<file path="config.mk">
export PLATFORM = sky130hd
export DESIGN_NAME = glm_cell
export DESIGN_NICKNAME = d
export VERILOG_FILES = /design/src/glm_pkg.sv /design/src/glm_cell.sv
export SDC_FILE = /design/constraint.sdc
export NUM_CORES = 1
export LEC_CHECK = 0
export BUFFER_PORTS_ARGS = -buffer_cell sky130_fd_sc_hd__buf_2
export CAP_MARGIN = 20
export CORE_MARGIN = 4
export CORE_UTILIZATION = 33
export DETAILED_ROUTE_END_ITERATION = 12
export PLACE_DENSITY = 0.86
export SYNTH_ARGS = -nofsm -noshare
export SYNTH_HDL_FRONTEND = slang
export SYNTH_SLANG_ARGS = --single-unit
export TNS_END_PERCENT = 5
</file>
<file path="constraint.sdc">
create_clock -name clk -period 1.7 [get_ports clk]
set_input_delay 0 -clock clk [delete_from_list [all_inputs] [get_ports clk]]
set_output_delay 0 -clock clk [all_outputs]
set_load 0.005 [all_outputs]
</file>
<file path="src/glm_pkg.sv">
// shared types and constants for the greedy longest-match segmenter
// no dependencies; imported by the cell, vocabulary memory, top level and checker
package glm_pkg;

	localparam int BYTE_W     = 8;
	localparam int TEXT_BYTES = 8;
	localparam int TEXT_W     = BYTE_W * TEXT_BYTES;
	localparam int LEN_W      = 4;

	// item function codes
	localparam logic FUNC_WRITE = 1'b0;
	localparam logic FUNC_CHAR  = 1'b1;

	// one vocabulary slot
	typedef struct packed {
		logic [LEN_W-1:0]  len;
		logic [TEXT_W-1:0] text;
	} vocab_entry_t;

	// control broadcast along the row of window cells
	typedef struct packed {
		logic             load;
		logic             shift;
		logic             clr;
		logic             cmp;
		logic [LEN_W-1:0] cnt;
		logic [LEN_W-1:0] top;
	} cell_ctl_t;

	typedef enum logic [2:0] {
		ST_CLEAR,
		ST_IDLE,
		ST_CHECK,
		ST_SCAN,
		ST_FINISH,
		ST_DECIDE,
		ST_SHIFT
	} state_t;

endpackage

</file>
<file path="src/glm_cell.sv">
// one window cell: holds a buffered character and a sticky match flag
// depends on glm_pkg for the control struct and widths
module glm_cell #(
	parameter int IDX = 0
) (
	input  logic                    clk,
	input  logic                    arst_n,
	input  glm_pkg::cell_ctl_t      ctl,
	input  logic [7:0]              char_in,
	input  logic [7:0]              nb_in,
	input  logic                    eq_in,
	input  logic [7:0]              ent_byte,
	input  logic [3:0]              ent_len,
	output logic [7:0]              byte_q,
	output logic                    eq_out,
	output logic                    flag_q
);
	import glm_pkg::*;

	logic hit;

	// prefix equality runs from cell to cell
	assign eq_out = eq_in & (byte_q == ent_byte);

	// an entry of exactly this length, within the current try limit
	assign hit = eq_out && (ent_len == LEN_W'(IDX + 1)) && (LEN_W'(IDX + 1) <= ctl.top);

	// character storage: load at the fill position, or take the neighbour's byte
	always_ff @(posedge clk) begin
		if (ctl.shift) begin
			byte_q <= nb_in;
		end else if (ctl.load && (ctl.cnt == LEN_W'(IDX))) begin
			byte_q <= char_in;
		end
	end

	// match flag for the running scan
	always_ff @(posedge clk or negedge arst_n) begin
		if (!arst_n) begin
			flag_q <= 1'b0;
		end else if (ctl.clr) begin
			flag_q <= 1'b0;
		end else if (ctl.cmp && hit) begin
			flag_q <= 1'b1;
		end
	end

endmodule

</file>
==> metrics <==
n_diodes 0; remaining global-route overflow 0; hold path start char_in[1]; Final Non-Filler Cells between 100 and 150; crit path time final roughly 1500 ps; Die Y ~47 um; sequential-to-total area share from yosys stat between 50 and 60%; # setup viols final 0; vias post-DR about 500; Worst-Skew Late Latency between 200 and 300 ps; core area between 1000 and 1500 um^2; vias per cell about 4.6; num rows 13; worst setup path class reg2out; clock skew roughly 3.7 ps; Area Overhead vs Synth 62.8%; ranking of synthesized cells by area edfxtp_1 47%, mux2_2 18%, xnor2_1 6.8%; Final Hold Viols 0; Hold Path Stages 2; die area ~2300 um^2; flops & latches, synth 9; Hold Path Class in2reg; Post-synth EDFFs 8; Starting Density roughly 37%; share of cells above drive strength 1 70.2%; DRT Wirelength ~1400 um; Synth top cells by count 8 x edfxtp_1, 8 x mux2_2, 4 x xnor2_1, 4 x xor2_1; RSZ-0062 raised after global routing false; status completed; clock slew at reported path FFs approximately 60 ps; first-pass GRT wire length ~2000 um; IO Port Bufs 52; pin count of the biggest net entering global routing 10; R2R depth 4; gr usage total approximately an eighth; VDD IR max roughly 550 uV; fmax just under 700 MHz; Slew @ Worst Pin between 300 and 400 ps; DRT Pass-1 Iters 4; initial DRC count 6; Max Transition Viols Final 0; Final HPWL DP roughly 1200 um; vias in the first global route 521; placed cells roughly 100; synthesis warning total 0; leak pwr between 0.3 and 0.4 nW; Synth Cell Area between 500 and 600 um^2; reg-to-reg endpoint flag_q$_DFFE_PN0P_; Top Layer Used met4; post-synth cell types 17; CTS Root Cell clkbuf_4; area share of the largest cell type after synthesis between 40 and 50%; DRT antenna net count 0; DRC errors left 0; crit-path max FO 2; syn_area_per_cell 13.9 um^2; reg2reg start byte_q[6]$_DFFE_PP_; Yosys top cell by area edfxtp_1; Post-CTS Setup Bufs 0; Metal-1 WL 449 um; GPL Wtd Cong slightly below 0.7; fin util 60.5%; Crit path required time 1700 ps; Routed wire per std cell 12.5 um; TritonCTS buffer count 3; Die X approximately 47 um; most common flop cell mapped by yosys edfxtp_1; initial antenna violation count 0; Met3 Wirelength between 100 and 150 um; Fin Setup TNS 0 ps; clk buf depth 2; I/O pin count 53; met2 wire length around 750 um; max cap viols 0; Pwr Density between 600 and 700 nW/um^2; syn nets 80; crit path launch type flip-flop; CTS tree built; cell count after synthesis 37; nets@finish 138; fin crit share 86.9%; Hold Path Sink byte_q[1]$_DFFE_PP_; H-Tree Depth 1; asr flop ratio synth between 10% and 20%; Clock Sinks 9; Worst setup EP type primary output; CP arrival ~1500 ps; Slew Limit Headroom approximately 80%; FF-to-FF setup slack approximately 330 ps
## cell usage in the layout, fill, tap and decap left out, drive strengths merged
cell type    instances
clkinv               1
nand4                1
or4                  1
mux2                 8
nor2                 1
inv                  1
dlygate4sd3          2
nor4                 2
nand4b               1
nand2                1
a21o                 1
buf                 52
clkbuf               3
xor2                 4
nor4b                1
xnor2                4
edfxtp               8
o32ai                1
dfrtp                1
## worst max path at each step
| stage | slack, ps | cells after the start | endpoint | from |
|---|---|---|---|---|
| detailed placement | 320 | 4 | flag_q$_DFFE_PN0P_ | byte_q[2]$_DFFE_PP_ |
| finish | 220 | 5 | eq_out | byte_q[6]$_DFFE_PP_ |
| global route | 40 | 5 | eq_out | byte_q[2]$_DFFE_PP_ |
| global placement | 410 | 4 | flag_q$_DFFE_PN0P_ | byte_q[6]$_DFFE_PP_ |
| CTS | 190 | 5 | eq_out | byte_q[6]$_DFFE_PP_ |
| floorplan | 410 | 4 | flag_q$_DFFE_PN0P_ | byte_q[6]$_DFFE_PP_ |
## per-layer routing
layer	up-vias	global-route usage, %
li1	255	-
met5	-	0
met4	0	5.52
met1	213	12.4
met3	2	5.26
met2	29	25.4
## stage by stage
stage          hold slack, ps  cell area (um^2)  setup slack [ps]  power (mW)
6_report                 45.3               837               223       0.565
5_1_grt                  32.0               837              37.6       0.600
4_1_cts                  37.7               837               195       0.575
3_5_place_dp             -222               790               318       0.408
3_3_place_gp             -224               790               413       0.406
2_1_floorplan            -296               514               411       0.335
## worst max-delay path, stage by stage, from the launching register on
cell	delay, ps
edfxtp_1	390
xor2_1	160
nor4_2	270
nand4_1	170
nor2_1	110
buf_2	120
## logic make-up (layout without fill, tap and decap cells)
family | Yosys count | count (layout) | share of synthesized area (%)
and+or+nand+nor | 8 | 8 | 11.2
xor gates and xnor gates | 8 | 8 | 13.6
DFF | 9 | 9 | 51.6
AOI/OAI and AO/OA | 2 | 2 | 4.62
muxes | 8 | 8 | 17.5
buffers and inverters | 2 | 59 | 1.46
## area by class of cell
cell class,instances,area (um^2)
fill,110,546
timing repair buffer,54,280
sequential,9,265
multi-input combinational,26,241
clock buffer,3,22.5
tap,15,18.8
clock inverter,1,5.00
inverter,1,3.75
## sequential cells by signal, summed over array words and instances (netlist names)
name    flops
flag_q      1
byte_q      8
## report_power, final
part	internal, mW	leakage, nW	switching [mW]
logic	0.0806	0.289	0.0490
clock network	0.0866	0.0177	0.0725
registers	0.265	0.0925	0.0114
total	0.432	0.399	0.133
## what timing repair did
action	4_1_cts	5_1_grt
hold endpoints to repair	2	0
hold buffers	2	0
gates resized for setup	0	0
No activity file was read; power rests on OpenSTA's default activity.
